[config.mk]
export PLATFORM = sky130hd
export DESIGN_NAME = terminal_key_escape_decoder
export DESIGN_NICKNAME = d
export VERILOG_FILES = /design/src/sv/tked_pkg.sv /design/src/sv/tked_decode.sv /design/src/sv/terminal_key_escape_decoder.sv
export SDC_FILE = /design/constraint.sdc
export NUM_CORES = 1
export LEC_CHECK = 0
export BUFFER_PORTS_ARGS = -buffer_cell sky130_fd_sc_hd__buf_4
export CAP_MARGIN = 20
export CORE_ASPECT_RATIO = 1.4
export CORE_UTILIZATION = 60
export CTS_BUF_LIST = sky130_fd_sc_hd__clkbuf_8
export DETAILED_ROUTE_END_ITERATION = 10
export PLACE_DENSITY = 0.93
export SLEW_MARGIN = 20
export SYNTH_ARGS = -nofsm -noshare
export SYNTH_HDL_FRONTEND = slang
export SYNTH_SLANG_ARGS = --single-unit
[constraint.sdc]
create_clock -name i_clk -period 3.15 [get_ports i_clk]
set_input_delay 0.63 -clock i_clk [delete_from_list [all_inputs] [get_ports i_clk]]
set_output_delay 0.63 -clock i_clk [all_outputs]
set_load 0.05 [all_outputs]
[src/sv/tked_pkg.sv]
// shared key codes, parse phases and lookup functions for the terminal key decoder
package tked_pkg;

    localparam int unsigned ByteW = 8;
    localparam int unsigned KeyW  = 6;
    localparam int unsigned PhW   = 3;
    localparam int unsigned ModW  = 2;
    localparam int unsigned ColW  = 3;

    typedef logic [ByteW-1:0] t_byte;
    typedef logic [KeyW-1:0]  t_key;
    typedef logic [PhW-1:0]   t_phase;
    typedef logic [ModW-1:0]  t_mod;
    typedef logic [ColW-1:0]  t_col;

    // decoder result for one input byte
    typedef struct packed {
        logic  emit;
        t_key  key_code;
        t_byte char_value;
    } t_key_result;

    // parse phases
    localparam t_phase PhIdle  = 3'd0;
    localparam t_phase PhEsc   = 3'd1;
    localparam t_phase PhCsi   = 3'd2;
    localparam t_phase PhDigit = 3'd3;
    localparam t_phase PhSemi  = 3'd4;
    localparam t_phase PhMod   = 3'd5;

    // modifier kinds
    localparam t_mod ModNone      = 2'd0;
    localparam t_mod ModShift     = 2'd1;
    localparam t_mod ModCtrl      = 2'd2;
    localparam t_mod ModShiftCtrl = 2'd3;

    // final letter columns
    localparam t_col ColUp      = 3'd0;
    localparam t_col ColDown    = 3'd1;
    localparam t_col ColRight   = 3'd2;
    localparam t_col ColLeft    = 3'd3;
    localparam t_col ColHome    = 3'd4;
    localparam t_col ColEnd     = 3'd5;
    localparam t_col ColUnknown = 3'd6;

    // special bytes
    localparam t_byte ByteEsc     = 8'd27;
    localparam t_byte ByteBracket = 8'd91;
    localparam t_byte ByteSemi    = 8'd59;
    localparam t_byte ByteTilde   = 8'd126;
    localparam t_byte ByteZero    = 8'd48;
    localparam t_byte ByteNine    = 8'd57;
    localparam t_byte ByteTwo     = 8'd50;
    localparam t_byte ByteFive    = 8'd53;
    localparam t_byte ByteSix     = 8'd54;

    // key codes
    localparam t_key KeyNone          = 6'd0;
    localparam t_key KeyChar          = 6'd1;
    localparam t_key KeyEnter         = 6'd2;
    localparam t_key KeyBackspace     = 6'd3;
    localparam t_key KeyDelete        = 6'd4;
    localparam t_key KeyTab           = 6'd5;
    localparam t_key KeyCtrlS         = 6'd6;
    localparam t_key KeyCtrlQ         = 6'd7;
    localparam t_key KeyCtrlB         = 6'd8;
    localparam t_key KeyCtrlR         = 6'd9;
    localparam t_key KeyUp            = 6'd10;
    localparam t_key KeyDown          = 6'd11;
    localparam t_key KeyLeft          = 6'd12;
    localparam t_key KeyRight         = 6'd13;
    localparam t_key KeyHome          = 6'd14;
    localparam t_key KeyEnd           = 6'd15;
    localparam t_key KeyPageUp        = 6'd16;
    localparam t_key KeyPageDown      = 6'd17;
    localparam t_key KeyCtrlHome      = 6'd18;
    localparam t_key KeyCtrlEnd       = 6'd19;
    localparam t_key KeyCtrlUp        = 6'd20;
    localparam t_key KeyCtrlDown      = 6'd21;
    localparam t_key KeyCtrlLeft      = 6'd22;
    localparam t_key KeyCtrlRight     = 6'd23;
    localparam t_key KeyShiftUp       = 6'd24;
    localparam t_key KeyShiftDown     = 6'd25;
    localparam t_key KeyShiftLeft     = 6'd26;
    localparam t_key KeyShiftRight    = 6'd27;
    localparam t_key KeyShiftHome     = 6'd28;
    localparam t_key KeyShiftEnd      = 6'd29;
    localparam t_key KeyShCtrlUp      = 6'd30;
    localparam t_key KeyShCtrlDown    = 6'd31;
    localparam t_key KeyShCtrlLeft    = 6'd32;
    localparam t_key KeyShCtrlRight   = 6'd33;
    localparam t_key KeyShCtrlHome    = 6'd34;
    localparam t_key KeyShCtrlEnd     = 6'd35;
    localparam t_key KeyCtrlC         = 6'd36;
    localparam t_key KeyCtrlX         = 6'd37;
    localparam t_key KeyCtrlV         = 6'd38;
    localparam t_key KeyCtrlZ         = 6'd39;
    localparam t_key KeyCtrlY         = 6'd40;

    function automatic t_col letter_col(input t_byte b);
        t_col col;
        unique case (b)
            8'd65:   col = ColUp;
            8'd66:   col = ColDown;
            8'd67:   col = ColRight;
            8'd68:   col = ColLeft;
            8'd72:   col = ColHome;
            8'd70:   col = ColEnd;
            default: col = ColUnknown;
        endcase
        return col;
    endfunction

    function automatic t_key lone_key(input t_byte b);
        t_key k;
        unique case (b)
            8'd3:    k = KeyCtrlC;
            8'd24:   k = KeyCtrlX;
            8'd22:   k = KeyCtrlV;
            8'd26:   k = KeyCtrlZ;
            8'd25:   k = KeyCtrlY;
            8'd19:   k = KeyCtrlS;
            8'd17:   k = KeyCtrlQ;
            8'd2:    k = KeyCtrlB;
            8'd18:   k = KeyCtrlR;
            8'd10:   k = KeyEnter;
            8'd127:  k = KeyBackspace;
            8'd9:    k = KeyTab;
            default: k = KeyChar;
        endcase
        return k;
    endfunction

    function automatic t_key tilde_key(input t_byte d);
        t_key k;
        unique case (d)
            8'd49:   k = KeyHome;
            8'd52:   k = KeyEnd;
            8'd53:   k = KeyPageUp;
            8'd54:   k = KeyPageDown;
            8'd51:   k = KeyDelete;
            default: k = KeyNone;
        endcase
        return k;
    endfunction

    function automatic t_key plain_key(input t_col col);
        t_key k;
        unique case (col)
            ColUp:    k = KeyUp;
            ColDown:  k = KeyDown;
            ColRight: k = KeyRight;
            ColLeft:  k = KeyLeft;
            ColHome:  k = KeyHome;
            ColEnd:   k = KeyEnd;
            default:  k = KeyNone;
        endcase
        return k;
    endfunction

    function automatic t_key mod_key(input t_mod kind, input t_col col);
        t_key k;
        k = KeyNone;
        unique case (kind)
            ModShift: begin
                unique case (col)
                    ColUp:    k = KeyShiftUp;
                    ColDown:  k = KeyShiftDown;
                    ColRight: k = KeyShiftRight;
                    ColLeft:  k = KeyShiftLeft;
                    ColHome:  k = KeyShiftHome;
                    ColEnd:   k = KeyShiftEnd;
                    default:  k = KeyNone;
                endcase
            end
            ModCtrl: begin
                unique case (col)
                    ColUp:    k = KeyCtrlUp;
                    ColDown:  k = KeyCtrlDown;
                    ColRight: k = KeyCtrlRight;
                    ColLeft:  k = KeyCtrlLeft;
                    ColHome:  k = KeyCtrlHome;
                    ColEnd:   k = KeyCtrlEnd;
                    default:  k = KeyNone;
                endcase
            end
            ModShiftCtrl: begin
                unique case (col)
                    ColUp:    k = KeyShCtrlUp;
                    ColDown:  k = KeyShCtrlDown;
                    ColRight: k = KeyShCtrlRight;
                    ColLeft:  k = KeyShCtrlLeft;
                    ColHome:  k = KeyShCtrlHome;
                    ColEnd:   k = KeyShCtrlEnd;
                    default:  k = KeyNone;
                endcase
            end
            default: k = KeyNone;
        endcase
        return k;
    endfunction

endpackage

[src/sv/tked_decode.sv]
// escape sequence parser: parse state registers and per-byte key decode
module tked_decode (
    input  logic                  i_clk,
    input  logic                  i_rst_n,
    input  logic                  i_advance,
    input  tked_pkg::t_byte       i_byte,
    output tked_pkg::t_key_result o_result
);
    import tked_pkg::*;

    t_phase r_phase, n_phase;
    t_byte  r_held,  n_held;
    t_mod   r_mod,   n_mod;
    t_col   col;

    assign col = letter_col(i_byte);

    always_comb begin
        n_phase             = PhIdle;
        n_held              = r_held;
        n_mod               = r_mod;
        o_result.emit       = 1'b1;
        o_result.key_code   = KeyNone;
        o_result.char_value = '0;
        unique case (r_phase)
            PhEsc: begin
                if (i_byte == ByteBracket) begin
                    n_phase       = PhCsi;
                    o_result.emit = 1'b0;
                end
            end
            PhCsi: begin
                if (i_byte >= ByteZero && i_byte <= ByteNine) begin
                    n_held        = i_byte;
                    n_phase       = PhDigit;
                    o_result.emit = 1'b0;
                end else begin
                    o_result.key_code = plain_key(col);
                end
            end
            PhDigit: begin
                if (i_byte == ByteSemi) begin
                    n_phase       = PhSemi;
                    o_result.emit = 1'b0;
                end else if (i_byte == ByteTilde) begin
                    o_result.key_code = tilde_key(r_held);
                end
            end
            PhSemi: begin
                priority if (i_byte == ByteTwo)  n_mod = ModShift;
                else if (i_byte == ByteFive)     n_mod = ModCtrl;
                else if (i_byte == ByteSix)      n_mod = ModShiftCtrl;
                else                             n_mod = ModNone;
                n_phase       = PhMod;
                o_result.emit = 1'b0;
            end
            PhMod: begin
                o_result.key_code = mod_key(r_mod, col);
            end
            // idle, and the unused phase codes
            default: begin
                if (i_byte == ByteEsc) begin
                    n_phase       = PhEsc;
                    o_result.emit = 1'b0;
                end else begin
                    o_result.key_code = lone_key(i_byte);
                    if (o_result.key_code == KeyChar) begin
                        o_result.char_value = i_byte;
                    end
                end
            end
        endcase
    end

    always_ff @(posedge i_clk) begin
        if (!i_rst_n) begin
            r_phase <= PhIdle;
            r_held  <= '0;
            r_mod   <= ModNone;
        end else if (i_advance) begin
            r_phase <= n_phase;
            r_held  <= n_held;
            r_mod   <= n_mod;
        end
    end

endmodule

[src/sv/terminal_key_escape_decoder.sv]
// top level: input byte register, escape parser and registered key result
//
//  channel   valid        ready        payload
//  input     i_in_valid   o_in_ready   i_in_byte
//  output    o_out_valid  i_out_ready  o_key_code, o_char_value
//
// one byte per cycle unless stalled; keys pass the byte, then the result register
// bytes that continue a sequence give no output transaction
// a full result register with i_out_ready low holds a byte that makes a key, and
// the input then stalls; the parse state advances only as a byte is consumed
// synchronous active-low reset returns the parser to idle and empties both registers
module terminal_key_escape_decoder (
    input  logic                  i_clk,
    input  logic                  i_rst_n,
    input  logic                  i_in_valid,
    output logic                  o_in_ready,
    input  tked_pkg::t_byte       i_in_byte,
    output logic                  o_out_valid,
    input  logic                  i_out_ready,
    output tked_pkg::t_key        o_key_code,
    output tked_pkg::t_byte       o_char_value
);
    import tked_pkg::*;

    logic        r_in_valid;
    t_byte       r_in_byte;
    logic        r_out_valid;
    t_key        r_key_code;
    t_byte       r_char_value;
    logic        out_free;
    logic        advance;
    t_key_result result;

    tked_decode u_decode (
        .i_clk     (i_clk),
        .i_rst_n   (i_rst_n),
        .i_advance (advance),
        .i_byte    (r_in_byte),
        .o_result  (result)
    );

    assign out_free   = !r_out_valid || i_out_ready;
    // the held byte moves on unless it makes a key with nowhere to go
    assign advance    = r_in_valid && (!result.emit || out_free);
    assign o_in_ready = !r_in_valid || advance;

    always_ff @(posedge i_clk) begin
        if (!i_rst_n) begin
            r_in_valid <= 1'b0;
        end else if (o_in_ready) begin
            r_in_valid <= i_in_valid;
        end
    end

    always_ff @(posedge i_clk) begin
        if (o_in_ready && i_in_valid) begin
            r_in_byte <= i_in_byte;
        end
    end

    always_ff @(posedge i_clk) begin
        if (!i_rst_n) begin
            r_out_valid <= 1'b0;
        end else if (advance && result.emit) begin
            r_out_valid <= 1'b1;
        end else if (i_out_ready) begin
            r_out_valid <= 1'b0;
        end
    end

    always_ff @(posedge i_clk) begin
        if (advance && result.emit) begin
            r_key_code   <= result.key_code;
            r_char_value <= result.char_value;
        end
    end

    assign o_out_valid  = r_out_valid;
    assign o_key_code   = r_key_code;
    assign o_char_value = r_char_value;

endmodule
==> flow_metrics.tcl <==
set metrics [dict create \
    post_synth_main_area_contributors "edfxtp_1, dfxtp_1, nand2_1" \
    crit_fanout 20 \
    max-cap-violations 0 \
    drt_iter0_markers 109 \
    gpl.final_weighted_congestion 1.01 \
    whs_path_depth 1 \
    top_level_ports 28 \
    critical_path_buf_inv_count 2 \
    antenna_found_initial 0 \
    yosys_register_bits 37 \
    synth_edf_count 22 \
    numCtsBuffers 5 \
    drt_drc_violations_left 0 \
    clock-root-buffer "clkbuf_8" \
    antenna_violating_nets_post_route 0 \
    post-dp-hpwl_um 3690 \
    final_max_slew_viol_count 0 \
    placement.io_buffers 27 \
    global_route.usage.total_pct 28.2 \
    crit_chain "nand2_1, or4_4, a32oi_4, a211oi_1, inv_1, buf_4" \
    synth.yosys.seq_area_share_pct 41.7 \
    core_area_mm2 0.00368 \
    max_stage_delay_ns 0.74 \
    yosys_warnings 0 \
    starting_density_pct 62.7 \
    cts_hold_fix_bufs 0 \
    outcome "complete, no violations" \
    floorplan.die.height_um 75.4 \
    post-route-period-util_pct 96.9 \
    synth_top_family_by_area "simple AND/OR/NAND/NOR gates" \
    netlist_instances 248 \
    post_route_cells_drive_above_1_share_pct 20.9 \
    synth-compound-area-share_pct 21.6 \
    reg2reg_from "r_in_byte[7]$_DFFE_PP_" \
    detailroute.via_count 1995 \
    clock_sink_count 37 \
    design_power_total_uw 1020 \
    finalHoldViolCount 0 \
    ff_to_ff_setup_slack_ns 0.31 \
    whs_endpoint "u_decode.r_held[5]$_SDFFE_PN0P_" \
    final_wirelength_um 5080 \
    synth_mux_area_share_pct 0.868 \
    grt_overflow_total 0 \
    cell_area_after_technology_mapping_mm2 0.00231 \
    synth_simple_gate_area_share_pct 28.6 \
    slew-limit-headroom_pct 56.3 \
    n_antenna_cell 0 \
    row_count 26 \
    timing.critical_path.arrival_ns 2.42 \
    crit_path_start_kind "register" \
    timing.clock.skew_ns 0.00215 \
    clkTransAtPathRegs_ns 0.07 \
    die-area_mm2 0.00410 \
    num-nets-final 287 \
    grt_start_max_net_pins 25 \
    critical_path.endpoint_type "primary output" \
    crit_family "flip-flops" \
    cts.htree.levels 2 \
    timing.fmax_mhz 328 \
    detailedPlace.worstSlack_ns 0.234 \
    period_minus_slack_ns 3.05 \
    hold_slack_ns 0.478 \
    timing_worst_setup_path_type "register to primary output" \
    synth_flop_cell "edfxtp_1" \
    post_dp_cell_area_mm2 0.00255 \
    cts.path.max_buffers 2 \
    setup_repair_bufs_after_cts 0 \
    area.growth.synth_to_final_pct 14.8 \
    drt_pass1_iterations 5 \
    max_slew.worst_pin.slew_ns 0.656 \
    vdd_ir_drop_max_v 0.000376 \
    die_x_um 54.4 \
    area_occupied_by_multi_input_gates_mm2 0.00126 \
    r2r_cells 10 \
    fin_setup_tns_ns 0 \
    yosysTopAreaCellShare_pct 28.6 \
    synth.avg_cell_area_um2 9.30 \
    post_synth_xor_area_fraction_pct 1.14 \
    hold_path.class "register to register" \
    stdcell_area_mm2 0.00265 \
    cts_tree "built" \
    synthesized_area_fraction_occupied_by_adder_cells_pct 2.06 \
    cts.repair.resized 0 \
    post-synth-top-area-cell "edfxtp_1" \
    postLayoutSetupSlackWorst_ns 0.0975 \
    worst-endpoint-required_ns 2.52 \
    hold_start "u_decode.r_held[5]$_SDFFE_PN0P_" \
    launch_point_of_the_worst_path "r_in_byte[0]$_DFFE_PP_" \
    setup_violations 0 \
    power.static_leakage_uw 0.000936 \
    power_per_cell_area_mw_per_mm2 385 \
    worst_skew_pair.late_latency_ns 0.29 \
    routed_via_density 6.33 \
    ff_latch_area_um2 961 \
    critical_path.reg2reg.endpoint "o_key_code[0]$_DFFE_PP_" \
    async_reset_ff_share_pct 0 \
    count_of_unique_library_cells_instantiated_by_yosys 61 \
    rsz_0062_raised_after_global_routing "false" \
    nFillCells 274 \
    wl_per_cell_um 16.1 \
    grt_first_pass_wirelength_um 8270 \
    mappedNetlistNets 263 \
    cp_slowest_cell "edfxtp_1" \
    grt_pass1_vias 1832 \
]
## cells in the mapped netlist, types with 3 or more instances
| master | n |
|---|---|
| nand2_1 | 23 |
| edfxtp_1 | 22 |
| clkbuf_1 | 17 |
| dfxtp_1 | 15 |
| a21oi_1 | 12 |
| nor2_1 | 12 |
| nand2b_1 | 11 |
| and2_1 | 9 |
| o21a_1 | 9 |
| nor3_1 | 8 |
| o21ai_0 | 8 |
| nor2b_1 | 7 |
| a21boi_0 | 5 |
| inv_1 | 5 |
| nand3b_1 | 5 |
| or3_1 | 5 |
| a211oi_1 | 4 |
| nor3b_1 | 4 |
| o22ai_1 | 4 |
| and3_1 | 3 |
| ha_1 | 3 |
| nand3_1 | 3 |
| nor4_1 | 3 |
## layer usage
layer	GRT usage, %	share of wire [%]	vias up
met2	48.9	52	87
met5	0	0	-
li1	-	-	968
met3	4.99	5.5	18
met4	15.1	3.5	0
met1	31.9	39	922
## metrics by stage
step	util [%]	std cells
detailed placement	69.5	307
floorplan	-	248
global route	72.0	315
global placement	69.5	307
finish	72.0	315
CTS	71.7	315
## worst reg2reg max path: stages (launching register included)
cell	delay [ns]
edfxtp_1	0.45
or4b_4	0.63
nor2_1	0.19
o21a_1	0.17
inv_1	0.06
ha_1	0.24
or3b_2	0.21
o41ai_1	0.07
nor4_2	0.39
o221ai_1	0.16
o211ai_1	0.11
## worst max path at each step
stage,cells past startpoint,to
global route,6,o_in_ready
finish,6,o_in_ready
floorplan,11,o_key_code[2]$_DFFE_PP_
global placement,9,o_key_code[0]$_DFFE_PP_
detailed placement,9,o_key_code[0]$_DFFE_PP_
CTS,6,o_in_ready
## where the power goes
group	internal [uW]	total (uW)	switching, uW
Clock	150	312	162
Sequential	533	550	16.8
Combinational	61.0	157	96.1
## final cells by class
cell class,instances,area share (%)
well taps,42,1.99
clock buffers,5,2.60
inverters,5,0.709
repair buffers,36,10.2
multi-input cells,187,47.7
flip-flops and latches,37,36.3
clock inverters,3,0.520
## logic make-up after synthesis
family,Yosys count
simple gates,112
compound gates,66
flops,37
buf+inv,24
fa+ha+maj,4
xor+xnor,3
mux,2
## cell usage in the layout (no fill, tap or decap), types with 2 or more instances in the layout
cell	netlist	final
and2_1	9	9
mux2i_1	2	2
o41ai_1	2	2
nor2_1	12	12
nor3b_1	4	4
or3b_2	2	2
o31ai_1	2	2
a21boi_0	5	5
clkbuf_8	0	5
nand4b_1	2	2
ha_1	3	3
a211oi_1	4	3
buf_4	0	36
nor2b_1	7	7
a21o_1	2	2
and4b_1	2	2
o22a_1	2	2
inv_1	5	6
a21oi_1	12	12
o21ai_0	8	8
nand4_1	2	2
edfxtp_1	22	22
nand3b_1	5	5
clkinv_2	0	2
dfxtp_1	15	15
or4b_2	2	2
nor4_1	3	3
xor2_1	2	2
and3_1	3	3
o221ai_1	2	2
nand3_1	3	3
or3_1	5	5
nand2_1	23	23
nand2b_1	11	11
o22ai_1	4	4
nor3_1	8	8
o21a_1	9	9
## state kept, by name, indices dropped and copies added (netlist names)
register / count
u_decode.r_phase: 3
o_out_valid: 1
u_decode.r_mod: 2
o_key_code: 6
u_decode.r_held: 8
r_in_valid: 1
r_in_byte: 8
o_char_value: 8
Power figures use the tool's default switching activity.
